`src/hdl/nfc_normal_frame_builder_core_assert.svh`:
```
// Assertion helpers shared by the frame builder modules.
`ifndef NFC_NORMAL_FRAME_BUILDER_CORE_ASSERT_SVH
`define NFC_NORMAL_FRAME_BUILDER_CORE_ASSERT_SVH

// Property must hold at every clock edge outside reset.
`define NFC_FB_ASSERT(name, clk, rst_n, prop, msg) \
  name: assert property (@(posedge clk) disable iff (!rst_n) (prop)) \
    else $error(msg);

// Condition must never be seen outside reset.
`define NFC_FB_NEVER(name, clk, rst_n, cond, msg) \
  `NFC_FB_ASSERT(name, clk, rst_n, !(cond), msg)

`endif

```
`src/hdl/nfc_fb_pkg.sv`:
```
package nfc_fb_pkg;

  // Defaults for the top-level parameters
  localparam int unsigned MAX_PAYLOAD_DEF = 254;
  localparam int unsigned QUEUE_DEPTH_DEF = 4;

  // Status codes on the result channel
  localparam logic [1:0] STATUS_OK       = 2'd0;
  localparam logic [1:0] STATUS_TOO_LONG = 2'd1;
  localparam logic [1:0] STATUS_NO_FRAME = 2'd2;

  // Frame constants
  localparam logic [7:0] TFI_HOST   = 8'hD4;
  localparam logic [7:0] DCS_INIT   = 8'h2C;
  localparam logic [7:0] START_CODE = 8'hFF;
  localparam logic [7:0] PAD_BYTE   = 8'h00;

  // Emitter step positions within a frame
  localparam logic [2:0] STEP_PRE0  = 3'd0;
  localparam logic [2:0] STEP_PRE1  = 3'd1;
  localparam logic [2:0] STEP_START = 3'd2;
  localparam logic [2:0] STEP_LEN   = 3'd3;
  localparam logic [2:0] STEP_LCS   = 3'd4;
  localparam logic [2:0] STEP_DATA  = 3'd5;
  localparam logic [2:0] STEP_CHK   = 3'd6;
  localparam logic [2:0] STEP_POST  = 3'd7;

  // Input item modes
  localparam logic MODE_START = 1'b0;
  localparam logic MODE_BYTE  = 1'b1;

  typedef enum logic [1:0] {
    CMD_HDR  = 2'd0,
    CMD_DATA = 2'd1,
    CMD_ERR  = 2'd2
  } cmd_kind_e;

  typedef struct packed {
    logic       mode;
    logic [7:0] payload_length;
    logic [7:0] payload_byte;
  } in_item_t;

  typedef struct packed {
    logic [7:0] frame_byte;
    logic       last_byte;
    logic [1:0] status;
  } out_item_t;

  // Classified work handed from front to back
  typedef struct packed {
    cmd_kind_e  kind;
    logic [1:0] status;
    logic [2:0] first_step;
    logic [7:0] data;
    logic [7:0] chk;
    logic       tail;
  } cmd_t;

endpackage

```
`src/hdl/nfc_fb_front.sv`:
```
module nfc_fb_front #(
  parameter int unsigned MAX_PAYLOAD = nfc_fb_pkg::MAX_PAYLOAD_DEF
) (
  input  logic                 clk_i,
  input  logic                 rst_ni,
  input  logic                 push_i,
  input  nfc_fb_pkg::in_item_t in_item_i,
  input  logic                 q_full_i,
  output logic                 q_push_o,
  output nfc_fb_pkg::cmd_t     q_cmd_o
);

  localparam logic [7:0] MaxLen = 8'(MAX_PAYLOAD);

  logic [7:0] remaining_q, remaining_d;
  logic [7:0] checksum_q, checksum_d;
  logic       open_q, open_d;
  logic [7:0] lenf;
  logic [7:0] new_chk;

  assign q_push_o = push_i && !q_full_i;
  assign lenf     = in_item_i.payload_length + 8'd1;
  assign new_chk  = checksum_q - in_item_i.payload_byte;

  // Classify the beat and work out the frame state after it
  always_comb begin
    remaining_d        = remaining_q;
    checksum_d         = checksum_q;
    open_d             = open_q;
    q_cmd_o.kind       = nfc_fb_pkg::CMD_ERR;
    q_cmd_o.status     = nfc_fb_pkg::STATUS_OK;
    q_cmd_o.first_step = nfc_fb_pkg::STEP_DATA;
    q_cmd_o.data       = in_item_i.payload_byte;
    q_cmd_o.chk        = nfc_fb_pkg::DCS_INIT;
    q_cmd_o.tail       = 1'b0;
    if (in_item_i.mode == nfc_fb_pkg::MODE_START) begin
      remaining_d = 8'd0;
      checksum_d  = nfc_fb_pkg::DCS_INIT;
      open_d      = 1'b0;
      if (in_item_i.payload_length > MaxLen) begin
        q_cmd_o.status = nfc_fb_pkg::STATUS_TOO_LONG;
      end else begin
        q_cmd_o.kind       = nfc_fb_pkg::CMD_HDR;
        q_cmd_o.first_step = nfc_fb_pkg::STEP_PRE0;
        q_cmd_o.data       = lenf;
        q_cmd_o.tail       = (in_item_i.payload_length == 8'd0);
        open_d             = (in_item_i.payload_length != 8'd0);
        remaining_d        = in_item_i.payload_length;
      end
    end else if (!open_q) begin
      q_cmd_o.status = nfc_fb_pkg::STATUS_NO_FRAME;
    end else begin
      q_cmd_o.kind = nfc_fb_pkg::CMD_DATA;
      q_cmd_o.chk  = new_chk;
      q_cmd_o.tail = (remaining_q == 8'd1);
      remaining_d  = remaining_q - 8'd1;
      checksum_d   = new_chk;
      if (remaining_q == 8'd1) begin
        // final payload byte closes the frame
        remaining_d = 8'd0;
        checksum_d  = nfc_fb_pkg::DCS_INIT;
        open_d      = 1'b0;
      end
    end
  end

  always_ff @(posedge clk_i or negedge rst_ni) begin
    if (!rst_ni) begin
      remaining_q <= 8'd0;
      checksum_q  <= nfc_fb_pkg::DCS_INIT;
      open_q      <= 1'b0;
    end else if (q_push_o) begin
      remaining_q <= remaining_d;
      checksum_q  <= checksum_d;
      open_q      <= open_d;
    end
  end

endmodule

```
`src/hdl/nfc_fb_queue.sv`:
```
`include "nfc_normal_frame_builder_core_assert.svh"

module nfc_fb_queue #(
  parameter int unsigned DEPTH = nfc_fb_pkg::QUEUE_DEPTH_DEF
) (
  input  logic             clk_i,
  input  logic             rst_ni,
  input  logic             push_i,
  input  nfc_fb_pkg::cmd_t cmd_i,
  output logic             full_o,
  input  logic             pop_i,
  output logic             empty_o,
  output nfc_fb_pkg::cmd_t cmd_o
);

  localparam int unsigned AW = (DEPTH > 1) ? $clog2(DEPTH) : 1;
  localparam int unsigned CW = $clog2(DEPTH + 1);
  localparam logic [CW-1:0] Full = CW'(DEPTH);
  localparam logic [AW-1:0] Last = AW'(DEPTH - 1);

  nfc_fb_pkg::cmd_t slot_q [DEPTH];
  logic [AW-1:0] wr_ptr_q, rd_ptr_q;
  logic [CW-1:0] count_q;

  assign full_o  = (count_q == Full);
  assign empty_o = (count_q == '0);
  assign cmd_o   = slot_q[rd_ptr_q];

  // Storage, no reset
  always_ff @(posedge clk_i) begin
    if (push_i) begin
      slot_q[wr_ptr_q] <= cmd_i;
    end
  end

  // Pointers and fill count
  always_ff @(posedge clk_i or negedge rst_ni) begin
    if (!rst_ni) begin
      wr_ptr_q <= '0;
      rd_ptr_q <= '0;
      count_q  <= '0;
    end else begin
      if (push_i) begin
        wr_ptr_q <= (wr_ptr_q == Last) ? '0 : wr_ptr_q + AW'(1);
      end
      if (pop_i) begin
        rd_ptr_q <= (rd_ptr_q == Last) ? '0 : rd_ptr_q + AW'(1);
      end
      if (push_i && !pop_i) begin
        count_q <= count_q + CW'(1);
      end else if (pop_i && !push_i) begin
        count_q <= count_q - CW'(1);
      end
    end
  end

  `NFC_FB_NEVER(a_no_overflow, clk_i, rst_ni, push_i && full_o, "queue push while full")
  `NFC_FB_NEVER(a_no_underflow, clk_i, rst_ni, pop_i && empty_o, "queue pop while empty")
  `NFC_FB_NEVER(a_count_range, clk_i, rst_ni, count_q > Full, "queue count out of range")

endmodule

```
`src/hdl/nfc_fb_back.sv`:
```
`include "nfc_normal_frame_builder_core_assert.svh"

module nfc_fb_back (
  input  logic                  clk_i,
  input  logic                  rst_ni,
  input  logic                  q_empty_i,
  input  nfc_fb_pkg::cmd_t      q_cmd_i,
  output logic                  q_pop_o,
  output logic                  empty_o,
  input  logic                  pop_i,
  output nfc_fb_pkg::out_item_t out_item_o
);

  nfc_fb_pkg::cmd_t cur_q, cur_d;
  logic [2:0] step_q, step_d;
  logic       valid_q, valid_d;
  logic [2:0] end_step;
  logic       beat_done;
  logic       cmd_done;

  assign empty_o = !valid_q;

  // Last step of the command in flight
  always_comb begin
    if (cur_q.kind == nfc_fb_pkg::CMD_ERR) begin
      end_step = cur_q.first_step;
    end else if (cur_q.tail) begin
      end_step = nfc_fb_pkg::STEP_POST;
    end else begin
      end_step = nfc_fb_pkg::STEP_DATA;
    end
  end

  assign beat_done = valid_q && pop_i;
  assign cmd_done  = beat_done && (step_q == end_step);
  assign q_pop_o   = (!valid_q || cmd_done) && !q_empty_i;

  // Step sequencing and command load
  always_comb begin
    cur_d   = cur_q;
    step_d  = step_q;
    valid_d = valid_q;
    if (q_pop_o) begin
      cur_d   = q_cmd_i;
      step_d  = q_cmd_i.first_step;
      valid_d = 1'b1;
    end else if (cmd_done) begin
      valid_d = 1'b0;
    end else if (beat_done) begin
      step_d = step_q + 3'd1;
    end
  end

  always_ff @(posedge clk_i) begin
    cur_q <= cur_d;
  end

  always_ff @(posedge clk_i or negedge rst_ni) begin
    if (!rst_ni) begin
      step_q  <= nfc_fb_pkg::STEP_PRE0;
      valid_q <= 1'b0;
    end else begin
      step_q  <= step_d;
      valid_q <= valid_d;
    end
  end

  // Result beat from the current command and step
  always_comb begin
    out_item_o.frame_byte = nfc_fb_pkg::PAD_BYTE;
    out_item_o.last_byte  = 1'b0;
    out_item_o.status     = nfc_fb_pkg::STATUS_OK;
    if (cur_q.kind == nfc_fb_pkg::CMD_ERR) begin
      out_item_o.last_byte = 1'b1;
      out_item_o.status    = cur_q.status;
    end else begin
      case (step_q)
        nfc_fb_pkg::STEP_PRE0:  out_item_o.frame_byte = nfc_fb_pkg::PAD_BYTE;
        nfc_fb_pkg::STEP_PRE1:  out_item_o.frame_byte = nfc_fb_pkg::PAD_BYTE;
        nfc_fb_pkg::STEP_START: out_item_o.frame_byte = nfc_fb_pkg::START_CODE;
        nfc_fb_pkg::STEP_LEN:   out_item_o.frame_byte = cur_q.data;
        nfc_fb_pkg::STEP_LCS:   out_item_o.frame_byte = 8'd0 - cur_q.data;
        nfc_fb_pkg::STEP_DATA: begin
          out_item_o.frame_byte = (cur_q.kind == nfc_fb_pkg::CMD_HDR) ?
                                  nfc_fb_pkg::TFI_HOST : cur_q.data;
        end
        nfc_fb_pkg::STEP_CHK:   out_item_o.frame_byte = cur_q.chk;
        nfc_fb_pkg::STEP_POST: begin
          out_item_o.frame_byte = nfc_fb_pkg::PAD_BYTE;
          out_item_o.last_byte  = 1'b1;
        end
        default:                out_item_o.frame_byte = nfc_fb_pkg::PAD_BYTE;
      endcase
    end
  end

  `NFC_FB_NEVER(a_step_in_range, clk_i, rst_ni, valid_q && (step_q > end_step), "step past end")
  `NFC_FB_ASSERT(a_load_step, clk_i, rst_ni, q_pop_o |=> step_q == $past(q_cmd_i.first_step), "bad load")
  `NFC_FB_NEVER(a_err_last, clk_i, rst_ni, valid_q && (out_item_o.status != nfc_fb_pkg::STATUS_OK) && !out_item_o.last_byte, "error beat not last")

endmodule

```
`src/hdl/nfc_normal_frame_builder_core.sv`:
```
// Normal information frame builder, host to reader direction.
// Input channel (push_i/full_o): a beat with mode 0 starts a frame of
// payload_length bytes; a beat with mode 1 carries one payload byte.
// Result channel (empty_o/pop_i): one beat per frame byte. A start gives
// 00 00 FF LEN LCS D4; each payload byte is passed through; the last byte of
// the frame (or a zero length start) adds the data checksum and a 00
// postamble with last_byte set. Errors give one beat of 0, last, with status.
// An input beat taken while the emitter is free is written to the queue and
// then loaded into the emitter, which drives the result ports. Payload bytes
// sustain one beat per cycle while the receiver pops; a header holds the
// emitter for its whole sequence, during which the command queue (QUEUE_DEPTH
// entries) absorbs input beats. full_o rises only when that queue fills, so
// a stalled receiver (pop_i low) back-pressures the input after QUEUE_DEPTH
// beats beyond the one held in the emitter; nothing is dropped.
// Reset clears the frame state (no frame open, checksum 0x2C), the queue
// and the emitter; no result is pending after reset.
module nfc_normal_frame_builder_core #(
  parameter int unsigned MAX_PAYLOAD = nfc_fb_pkg::MAX_PAYLOAD_DEF,
  parameter int unsigned QUEUE_DEPTH = nfc_fb_pkg::QUEUE_DEPTH_DEF
) (
  input  logic                  clk_i,
  input  logic                  rst_ni,
  input  logic                  push_i,
  output logic                  full_o,
  input  nfc_fb_pkg::in_item_t  in_item_i,
  output logic                  empty_o,
  input  logic                  pop_i,
  output nfc_fb_pkg::out_item_t out_item_o
);

  logic             q_push, q_pop, q_full, q_empty;
  nfc_fb_pkg::cmd_t push_cmd, head_cmd;

  assign full_o = q_full;

  nfc_fb_front #(
    .MAX_PAYLOAD(MAX_PAYLOAD)
  ) u_front (
    .clk_i    (clk_i),
    .rst_ni   (rst_ni),
    .push_i   (push_i),
    .in_item_i(in_item_i),
    .q_full_i (q_full),
    .q_push_o (q_push),
    .q_cmd_o  (push_cmd)
  );

  nfc_fb_queue #(
    .DEPTH(QUEUE_DEPTH)
  ) u_queue (
    .clk_i  (clk_i),
    .rst_ni (rst_ni),
    .push_i (q_push),
    .cmd_i  (push_cmd),
    .full_o (q_full),
    .pop_i  (q_pop),
    .empty_o(q_empty),
    .cmd_o  (head_cmd)
  );

  nfc_fb_back u_back (
    .clk_i     (clk_i),
    .rst_ni    (rst_ni),
    .q_empty_i (q_empty),
    .q_cmd_i   (head_cmd),
    .q_pop_o   (q_pop),
    .empty_o   (empty_o),
    .pop_i     (pop_i),
    .out_item_o(out_item_o)
  );

endmodule

```
`config.mk`:
```
export PLATFORM = sky130hd
export DESIGN_NAME = nfc_normal_frame_builder_core
export DESIGN_NICKNAME = d
export VERILOG_FILES = /design/src/hdl/nfc_fb_pkg.sv /design/src/hdl/nfc_fb_front.sv /design/src/hdl/nfc_fb_queue.sv /design/src/hdl/nfc_fb_back.sv /design/src/hdl/nfc_normal_frame_builder_core.sv
export VERILOG_INCLUDE_DIRS = /design/src /design/src/hdl
export SDC_FILE = /design/constraint.sdc
export NUM_CORES = 1
export LEC_CHECK = 0
export BUFFER_PORTS_ARGS = -buffer_cell sky130_fd_sc_hd__buf_2
export CAP_MARGIN = 25
export CORE_ASPECT_RATIO = 0.9
export CORE_UTILIZATION = 45
export CTS_BUF_LIST = sky130_fd_sc_hd__clkbuf_8
export DETAILED_ROUTE_END_ITERATION = 6
export GPL_ROUTABILITY_DRIVEN = 0
export PLACE_DENSITY = 0.73
export SLEW_MARGIN = 25
export SYNTH_ARGS = -nofsm -noshare
export SYNTH_HDL_FRONTEND = slang
export SYNTH_SLANG_ARGS = --single-unit
```
`constraint.sdc`:
```
create_clock -name clk_i -period 4.6 [get_ports clk_i]
set_clock_uncertainty 0.1 [all_clocks]
set_input_delay 0.23 -clock clk_i [delete_from_list [all_inputs] [get_ports clk_i]]
set_output_delay 0.23 -clock clk_i [all_outputs]
set_load 0.005 [all_outputs]
```
# Yosys cells after proc, flatten, opt, wreduce, memory -nomap -nowiden
# Memory sizes are Yosys's and may differ from the RTL's.
# Cells that the tools add are included.
# op_classes
add_sub_neg	9
order_cmp	1
eq_ne	15
n_mux	41
n_reduce_logical	23
# op_table
op	n
two-way mux 8 bit	10
case mux 8 bit (6 select lines)	1
two-way mux 11 bit	2
two-way mux 3 bit	6
equality test 3 bit (second input constant)	5
two-way mux 2 bit	7
two-way mux 1 bit	13
two-way mux 9 bit	1
adder 8 x 1 -> 8 bit (second input constant)	1
equality test 8 x 1 -> 1 bit (second input constant)	1
> comparator 8 bit (second input constant)	1
zero test 8 bit	1
nonzero test 8 bit	1
subtractor 1 x 8 -> 8 bit (first input constant)	1
subtractor 8 x 1 -> 8 bit (second input constant)	1
subtractor 8 bit	1
adder 3 x 1 -> 3 bit (second input constant)	2
equality test 2 bit (second input constant)	3
equality test 3 x 2 -> 1 bit (second input constant)	2
logical AND 1 bit	6
zero test 3 bit	2
nonzero test 2 bit	3
zero test 1 bit	5
adder 2 x 1 -> 2 bit (second input constant)	2
10 further kinds	11
# word_totals
register_bits	52
ram_bits	96
inputBits	21
mem_count	1
# mem_list
name	words	width	read_ports	rd_ports_with_merged_regs	write_ports	line_no	text
u_queue.slot_q	4	24	1	0	1	nfc_fb_queue.sv:21	nfc_fb_pkg::cmd_t slot_q [DEPTH];

# Depth between registers and ports, before layout
# Gate-level depths: netlist (run 1).
# logic_depth
word_depth	9
depth_mapped	10
depth_no_buf	10

# Modules after synthesis
# From an unflattened synthesis (run 1), not the netlist that was laid out.
# hier_totals
cells_unflattened	503
hier_area_um2	7085.5
# modules_own_cells
module	instances	cells_per_inst	area_each_um2
nfc_fb_queue	1	163	3925.0
nfc_fb_back	1	145	1589.0
nfc_fb_front	1	195	1571.5

# Worst setup path before layout (run 1)
# No wires, ideal clock.
# synth_path
kind	register -> register
from	register u_back.cur_q[22] (netlist name)
to	register u_queue.count_q[2]
arrival_ns	2.159
path_slack_ns	2.262
path_stages_with_launch	11
path_buffers	0
synth_period_minus_slack_ns	2.338
path_cell_list	edfxtp_1 > nand2b_1 > a21o_1 > a41o_1 > nand2_2 > ha_1 > inv_1 > fa_1 > xor2_1 > nor2_1 > xor2_1
# synth_via
elab_chain_cells	9
# synth_rtl
item	line_no	text
start: declaration	nfc_fb_back.sv:14	nfc_fb_pkg::cmd_t cur_q, cur_d;
start signal: assignment	nfc_fb_back.sv:55	cur_q <= cur_d;
equality test 2 bit (*)	nfc_fb_back.sv:25	if (cur_q.kind == nfc_fb_pkg::CMD_ERR) begin
two-way mux 3 bit (*)	nfc_fb_back.sv:25	
equality test 3 bit (*)	nfc_fb_back.sv:35	assign cmd_done = beat_done && (step_q == end_step);
logical AND 1 bit (*)	nfc_fb_back.sv:35	
logical OR 1 bit (*)	nfc_fb_back.sv:36	assign q_pop_o = (!valid_q || cmd_done) && !q_empty_i;
logical AND 1 bit (*)	nfc_fb_back.sv:36	
zero test 1 bit	nfc_fb_queue.sv:49	if (push_i && !pop_i) begin
logical AND 1 bit	nfc_fb_queue.sv:49	
two-way mux 3 bit or nonzero test 2 bit (tied branches)	n/a	
end signal: assignment	nfc_fb_queue.sv:50	count_q <= count_q + CW'(1);
end signal: assignment	nfc_fb_queue.sv:52	count_q <= count_q - CW'(1);
end: declaration	nfc_fb_queue.sv:23	logic [CW-1:0] count_q;
# Every way passes the cells marked *; elsewhere a longest branch is shown, timed or not.
# A chain may end at the register's enable or synchronous reset.

==> impl_metrics.toml, run 1 <==
[clocking]
cts_tree = "built"
post_cts_buffers = 0
cts.path.max_buffers = 2
cts_resized = 0
cts.hold.buffers_added = 1
clkTransAtPathRegs_ns = 0.08
cts.sinks = 138
cts_buffers = 17
cts_max_level = 4
clockRootBuffer = "clkbuf_8"
clk_latency_ns = 0.44

[sta]
hold_viol = 0
fin_crit_sh_pct = 59.3
setup_viol = 0
max_freq_mhz = 367
rsz0062_at_grt = "false"
final.setup.tns_ns = 0
slew_headroom_pct = 46.5
worstMarginPinSlew_ns = 0.802
whs_ns = 0.0291
min_period_ns = 2.73
drv_slew = 0

[worst_setup_path]
path_max_fanout = 9
cp.required_ns = 4.27
endpoint_kind = "output port"
worstSetupStartpointType = "flop"
criticalPathCategory = "reg2out"
arrival_ns = 2.40

[global_route]
grt_usage_pct = 19.3
grt_first_pass_wirelength_um = 21300
grt_max_degree = 29
grt_antenna_before_repair = 0
grt_pass1_vias = 4161
globalRouteOverflowTotal = 0

[floorplan]
row_count = 41
die_w_um = 129
pin_count = 34
initial_core_util_pct = 46.3
die_area_um2 = 15000
core_um2 = 14100
dieHeight_um = 116

[synth]
synth_top_area_share_pct = 50.5
yosys_register_bits = 138
syn_area_um2 = 6540
synth_top_area_cell = "edfxtp_1"
synth_edf_count = 110
synth_nets = 522
ys_async_sr_fraction_pct = 20.3
synth_cell_type_count = 61
synth_area_leaders = "edfxtp_1 51%, dfrtp_1 9.6%, mux4_2 7.6%, ha_1 4.8%, nand2_1 2.2%"
synth.avg_cell_area_um2 = 13.8
yosysWarnings = 0
yosysSeqAreaShare_pct = 61.3
ys.flop_type = "edfxtp_1"
synthCells = 474

[routing]
drtIter0Drc = 311
drc_errors = 0
antenna_left = 0
vias = 4174
vias_per_cell = 5.75
dr.pass1.iters = 4
wl_per_cell_um = 18.3
routed_wl_um = 13300

[final_layout]
multiInputGateArea_um2 = 2360
final_nets = 568
final_util_pct = 52.1
num-fill-cells = 1180
layout.area.seq_um2 = 4010
drive_gt1_share_pct = 21.2
n_antenna_cell = 0
syn_to_final_growth_pct = 12.6

[worst_hold_path]
hold_path.class = "in2reg"

[job]
max_cap_violations = 0

[pwr]
powerDensity_nw_per_um2 = 633
p_total_mw = 4.66
ir_drop_mv = 0.269
leakagePower_nw = 2.77

[place]
io_buffers = 33
dp.final_hpwl_um = 9040

[run_status]
status = "complete, no violations"
## synth_stat cells (3+ instances only)
cell type,n
a22oi_1,5
or3_1,4
xor2_1,10
and2_1,3
xnor2_1,8
a21oi_1,18
dfstp_2,3
ha_1,25
nand2b_1,6
nor2_1,23
a31oi_1,6
dfrtp_1,25
a41oi_1,3
mux4_2,22
and3_1,8
nand2_1,39
o221a_2,3
nand3_1,12
inv_1,28
o211ai_1,3
clkbuf_1,5
o21ai_0,24
nor4b_1,3
edfxtp_1,110
o21ai_1,5
a21o_1,4
buf_2,7
nor3_1,11
o22ai_1,5
a22o_1,3
## routing by layer
metal | up-vias | wire length [µm] | part of all wire (%) | GRT usage, %
li1 | 1906 | - | - | -
met1 | 2111 | 6110 | 46 | 25.9
met2 | 145 | 6320 | 48 | 31.3
met3 | 12 | 721 | 5.4 | 4.67
met4 | 0 | 141 | 1.1 | 6.20
met5 | - | 0 | 0 | 0
## worst max-delay path, stage by stage, from the launching register on
cell and delay [ns]:
dfrtp_1 0.47, inv_1 0.12, ha_1 0.35, o21ai_0 0.18, a32oi_1 0.35, o21ai_0 0.15, a21oi_1 0.15, nor2_1 0.05
buf_2 0.15
## metrics by stage
stage / setup WS [ns] / area (µm²) / instances
2_1_floorplan: 2.26 / 6540 / 474
5_1_grt: 1.66 / 7360 / 726
3_3_place_gp: 2.08 / 6930 / 693
6_report: 1.87 / 7360 / 726
3_5_place_dp: 1.98 / 6930 / 693
4_1_cts: 1.88 / 7350 / 726
## cells by family (layout without fill, tap and decap cells)
group / count (synthesis) / in the layout / synth area share, %
muxes: 27 / 27 / 8.52
buffers and inverters: 42 / 101 / 2.55
DFF: 138 / 138 / 61.3
and+or+nand+nor: 125 / 125 / 9.84
AOI/OAI and AO/OA: 97 / 97 / 9.96
xor gates and xnor gates: 18 / 18 / 2.41
adders and majority gates: 27 / 27 / 5.40
## layout make-up
type                       instances  share of cell area, %
multi-input combinational        294                   32.1
tap                              193                   3.28
clock inverter                    14                   2.33
inverter                          30                   1.53
sequential                       138                   54.5
clock buffer                      18                   3.37
timing repair buffer              39                   2.89
## sequential cells by signal (all words and copies together), names as in the netlist
signal               flops
u_queue.wr_ptr_q         2
u_back.valid_q           1
u_back.step_q            3
u_queue.rd_ptr_q         2
u_front.checksum_q       8
u_queue.count_q          3
u_queue.slot_q          88
u_back.cur_q            22
u_front.open_q           1
u_front.remaining_q      8
## cells in the final DEF (no fill, tap or decap), types with 4 or more instances in the layout
master and instances:
buf_4 5, nor3_1 11, nor2_1 23, nand2_1 39, o21ai_0 24, nand3_1 12
inv_1 29, xor2_1 10, a31oi_1 6, and3_1 8, a22oi_1 5, clkbuf_8 18
nand2b_1 6, mux4_2 22, edfxtp_1 110, a21o_1 4, dfrtp_1 24, a21oi_1 18
or3_1 4, xnor2_1 8, o21ai_1 5, ha_1 25, o22ai_1 5, buf_2 33
## path summary, 6_finish.rpt
path	slack (ns)	cells after the start	startpoint	to
min in group asynchronous	0.33	2	rst_ni	u_front.checksum_q[1]
max reg2reg	1.97	8	u_back.step_q[2]	u_queue.count_q[1]
min	0.03	3	in_item_i[8]	u_front.remaining_q[0]
max	1.87	8	u_back.step_q[0]	out_item_o[5]
max in group asynchronous	3.52	2	rst_ni	u_queue.rd_ptr_q[1]
min reg2reg	0.40	1	u_queue.count_q[2]	u_queue.count_q[2]
## power by group
part / internal (mW) / leakage (nW) / total (mW) / switching [mW]
registers: 1.79 / 1.34 / 2.03 / 0.241
clock network: 0.554 / 0.211 / 1.03 / 0.473
logic: 0.707 / 1.22 / 1.60 / 0.889
total: 3.05 / 2.77 / 4.66 / 1.60
Power figures use the tool's default switching activity.
==> inputs of run 2 (changes only) <==
--- a/config.mk
+++ b/config.mk
@@ -13,7 +13,7 @@
 export CTS_BUF_LIST = sky130_fd_sc_hd__clkbuf_8
 export DETAILED_ROUTE_END_ITERATION = 6
 export GPL_ROUTABILITY_DRIVEN = 0
-export PLACE_DENSITY = 0.73
+export PLACE_DENSITY = 0.75
 export SLEW_MARGIN = 25
 export SYNTH_ARGS = -nofsm -noshare
 export SYNTH_HDL_FRONTEND = slang
==> constraint.sdc (replaced) <==
create_clock -name clk_i -period 2.4 [get_ports clk_i]
set_clock_uncertainty 0.1 [all_clocks]
set_input_delay 0.12 -clock clk_i [delete_from_list [all_inputs] [get_ports clk_i]]
set_output_delay 0.12 -clock clk_i [all_outputs]
set_load 0.005 [all_outputs]
==> impl_metrics.toml, run 2 (synthesis results as in run 1) <==
[run_status]
status = "finished, violations left"
violations = "negative setup slack"

[routing]
wl_met1_um = 6180
vias = 4298
dr.pass1.iters = 7
drtIter0Drc = 442
wl_met2_um = 6730
drc_errors = 0
vias_per_cell = 5.69
routed_wl_um = 13900
highest_layer = "met4"
antenna_left = 0
wl_per_cell_um = 18.3
wl_met3_um = 767

[final_layout]
n_antenna_cell = 0
largestRegisters = "u_queue.slot_q x88, u_back.cur_q x22"
largest_reg_flops = 88
syn_to_final_growth_pct = 19.7
final_nets = 598
drive_gt1_share_pct = 27.2
final_common_cell = "edfxtp_1"
top_register = "u_queue.slot_q"
layout_common_cells = "110 x edfxtp_1, 39 x nand2_1, 33 x buf_2"
fin_cells = 756

[worst_setup_path]
reg2reg_slack_ns = -0.03
r2r-end = "u_queue.count_q[1]"
r2r_cells = 8
cp.required_ns = 2.63
worstSetupStartpointType = "flop"
path_max_fanout = 3
arrival_ns = 2.65
criticalPathCategory = "reg2reg"
endpoint_kind = "flop"
r2r_start = "u_back.cur_q[22]"

[global_route]
grt_pass1_vias = 4392
grt_antenna_before_repair = 0
grt_first_pass_wirelength_um = 21900
grt_usage_pct = 19.6
globalRouteOverflowTotal = 0
grt_max_degree = 29

[place]
io_buffers = 33
dp_cells = 706
dp.final_hpwl_um = 9470

[sta]
worstMarginPinSlew_ns = 0.771
drv_slew = 0
rsz0062_at_grt = "true"
fin_crit_sh_pct = 101
max_freq_mhz = 412
setup_viol = 1
hold_viol = 0
min_period_ns = 2.43
finalWorstSetupSlack_ns = -0.0268
final.setup.tns_ns = -0.0268
slew_headroom_pct = 48.6

[clocking]
cts.path.max_buffers = 2
clockRootBuffer = "clkbuf_8"
cts.sinks = 138
cts_tree = "built"
clk_latency_ns = 0.44
cts_max_level = 4
clkTransAtPathRegs_ns = 0.08
cts_buffers = 17

[pwr]
powerDensity_nw_per_um2 = 1230
leakagePower_nw = 2.95
ir_drop_mv = 0.582
p_total_mw = 9.63

[floorplan]
core_um2 = 14100
die_w_um = 129
initial_core_util_pct = 46.3
pin_count = 34
dieHeight_um = 116
die_area_um2 = 15000
row_count = 41

[job]
max_cap_violations = 0

[worst_hold_path]
min_path_cells = 3
hp-start = "in_item_i[16]"
hold_path.class = "in2reg"
min_to = "u_front.remaining_q[7]"
run 2: worst max path at each step:
stage	from	to	slack [ns]	cells past startpoint
after global routing	u_back.cur_q[22]	u_queue.count_q[1]	-0.16	8
final	u_back.cur_q[22]	u_queue.count_q[1]	-0.03	8
after global placement	u_back.cur_q[22]	u_queue.count_q[1]	0.06	8
after detailed placement	u_back.cur_q[22]	u_queue.count_q[1]	-0.04	8
after CTS	u_back.cur_q[22]	u_queue.count_q[1]	0.0009	8
after floorplan	u_back.cur_q[22]	u_queue.count_q[2]	0.06	10
run 2: where the power goes:
part / leakage [nW] / switching [mW] / internal [mW] / total [mW]
clock network: 0.228 / 0.864 / 1.21 / 2.08
registers: 1.34 / 0.437 / 3.43 / 3.87
logic: 1.39 / 1.95 / 1.73 / 3.68
total: 2.95 / 3.25 / 6.38 / 9.63
run 2: cell type report:
class | count | area, µm²
clock buffer | 20 | 275
clock inverter | 12 | 174
fill | 1100 | 6280
inverter | 30 | 120
multi-input combinational | 294 | 2510
sequential | 138 | 4010
tap | 193 | 241
timing repair buffer | 69 | 494
run 2: layer usage:
metal  vias to the layer above  global-route usage (%)
met2                       155                    33.0
met5                         -                       0
met1                      2158                    25.5
met3                        19                    4.49
li1                       1966                       -
met4                         0                    6.12
run 2: worst max-delay path, cell delays in order, from the launching register on:
cell and delay (ns):
edfxtp_1 0.47, nor3b_4 0.22, mux2i_2 0.29, a41o_1 0.23, nand2_2 0.09, ha_4 0.17
inv_2 0.05, fa_2 0.42, mux2_4 0.28
run 2: timing repair:
action                     4_1_cts  5_1_grt
gates resized for setup          9       27
buffers inserted                 1        8
pin swaps                        4       12
setup endpoints to repair        7       14
hold buffers                     9        0
hold endpoints to repair        33        0
run 2: metrics by stage:
step | worst slack [ns] | hold WS, ns | utilization (%) | area (µm²)
2_1_floorplan | 0.0618 | -0.276 | - | 6540
3_3_place_gp | 0.0570 | 0.113 | 50.0 | 7050
3_5_place_dp | -0.0352 | 0.139 | 50.0 | 7050
4_1_cts | 0.000866 | 0.0328 | 54.2 | 7640
5_1_grt | -0.161 | 0.0448 | 55.5 | 7820
6_report | -0.0268 | 0.0520 | 55.5 | 7820
==> inputs of run 3 (changes only) <==
==> constraint.sdc (replaced) <==
create_clock -name clk_i -period 2.4 [get_ports clk_i]
set_clock_uncertainty 0.1 [all_clocks]
set_input_delay 0.36 -clock clk_i [delete_from_list [all_inputs] [get_ports clk_i]]
set_output_delay 0.36 -clock clk_i [all_outputs]
set_load 0.005 [all_outputs]
==> impl_metrics.toml, run 3 (synthesis results as in run 1) <==
[run_status]
status = "finished, violations left"
violations = "negative setup slack"

[routing]
vias = 4297
vias_per_cell = 5.68
drc_errors = 0
wl_per_cell_um = 18.9
antenna_left = 0
drtIter0Drc = 339
routed_wl_um = 14300
dr.pass1.iters = 5

[final_layout]
largestRegisters = "u_queue.slot_q x88, u_back.cur_q x22"
multiInputGateArea_um2 = 2530
final_cell_area_um2 = 7840
final_util_pct = 55.6
drive_gt1_share_pct = 30.1
layout.area.seq_um2 = 4010
layout_common_cells = "110 x edfxtp_1, 37 x nand2_1, 33 x buf_2"
top_register = "u_queue.slot_q"
num-fill-cells = 1103
fin_cells = 757
final_nets = 599
largest_reg_flops = 88
n_antenna_cell = 0
syn_to_final_growth_pct = 20.0
final_common_cell = "edfxtp_1"

[worst_setup_path]
endpoint_kind = "output port"
cp.required_ns = 1.94
criticalPathCategory = "reg2out"
arrival_ns = 2.10
path_max_fanout = 6
worstSetupStartpointType = "flop"

[clocking]
cts.sinks = 138
cts_tree = "built"
clk_latency_ns = 0.44
clockRootBuffer = "clkbuf_8"
cts.path.max_buffers = 2
clkTransAtPathRegs_ns = 0.09
cts_max_level = 4
cts_buffers = 17

[floorplan]
pin_count = 34
row_count = 41
initial_core_util_pct = 46.3
die_w_um = 129
die_area_um2 = 15000
dieHeight_um = 116
core_um2 = 14100

[pwr]
powerDensity_nw_per_um2 = 1250
p_int_mw = 6.51
ir_drop_mv = 0.523
switchingPower_mw = 3.32
comb_power_share_pct = 38.4
swShare_pct = 33.8
seq_power_share_pct = 39.5
power_frac_clock_pct = 22.2
leakagePower_nw = 2.98

[sta]
slew_headroom_pct = 47.3
max_freq_mhz = 391
hold_viol = 0
setup_viol = 7
finalWorstSetupSlack_ns = -0.159
rsz0062_at_grt = "true"
worstMarginPinSlew_ns = 0.790
fin_crit_sh_pct = 107
drv_slew = 0
min_period_ns = 2.56

[global_route]
grt_usage_pct = 20.7
grt_first_pass_wirelength_um = 22900
grt_antenna_before_repair = 0
grt_max_degree = 29
globalRouteOverflowTotal = 0
grt_pass1_vias = 4363

[job]
max_cap_violations = 0

[place]
dp_cells = 707
io_buffers = 33
post-place-ws_ns = -0.0597
dp.final_hpwl_um = 9520
post_dp_cell_area_um2 = 7060

[worst_hold_path]
hold_path.class = "in2reg"
==> run 3: what timing repair did <==
item | 4_1_cts | 5_1_grt
pin swaps | 7 | 7
buffers inserted | 8 | 9
hold endpoints to repair | 25 | 0
gates resized for setup | 27 | 20
hold buffers | 1 | 0
setup endpoints to repair | 10 | 20
==> run 3: stage by stage <==
stage	setup TNS [ns]	total power [mW]	hold slack [ns]
floorplan	0	6.03	-0.0356
finish	-0.698	9.82	0.157
global route	-1.61	10.4	0.142
global placement	0	6.98	0.353
detailed placement	-0.199	7.17	0.386
CTS	-0.492	9.60	0.136
==> run 3: critical path, cell delays in order (launching register included) <==
cell and delay, ns:
dfrtp_1 0.39, buf_6 0.14, buf_6 0.11, ha_4 0.19, nor3_4 0.23, a32oi_2 0.11, a21boi_2 0.18, o22ai_1 0.16
buf_2 0.14
==> run 3: final timing paths <==
check,startpoint,to,slack (ns),depth (start not counted)
setup / recovery,u_back.step_q[0],out_item_o[10],-0.16,8
hold / removal,in_item_i[12],u_front.remaining_q[4],0.16,3
setup reg to reg,u_back.cur_q[22],u_queue.count_q[1],0.01,8
hold reg to reg,u_queue.count_q[2],u_queue.count_q[2],0.41,1
max in group asynchronous,rst_ni,u_back.step_q[1],1.23,2
min in group asynchronous,rst_ni,u_back.step_q[1],0.43,2
==> run 3: power by group through the flow <==
| stage | sequential (mW) | clock, mW | combinational, mW |
|---|---|---|---|
| after floorplan | 3.73 | 0 | 2.30 |
| after global placement | 3.85 | 0 | 3.13 |
| after detailed placement | 3.90 | 0 | 3.27 |
| after CTS | 3.87 | 2.21 | 3.53 |
| after global routing | 3.95 | 2.32 | 4.12 |
| final | 3.88 | 2.18 | 3.77 |
==> run 3: area by class of cell <==
type / count / share of cell area, %
Tap cell: 193 / 3.08
Inverter: 30 / 1.47
Clock buffer: 19 / 3.33
Timing Repair Buffer: 70 / 6.24
Multi-Input combinational cell: 294 / 32.3
Clock inverter: 13 / 2.52
Sequential cell: 138 / 51.1
==> run 3: metal layers <==
layer / global-route usage [%] / share of wire (%) / wire (µm)
met5: 0 / 0 / 0
met4: 7.22 / 2.1 / 298
met3: 4.12 / 5.7 / 818
met2: 34.8 / 48 / 6950
met1: 27.0 / 44 / 6270
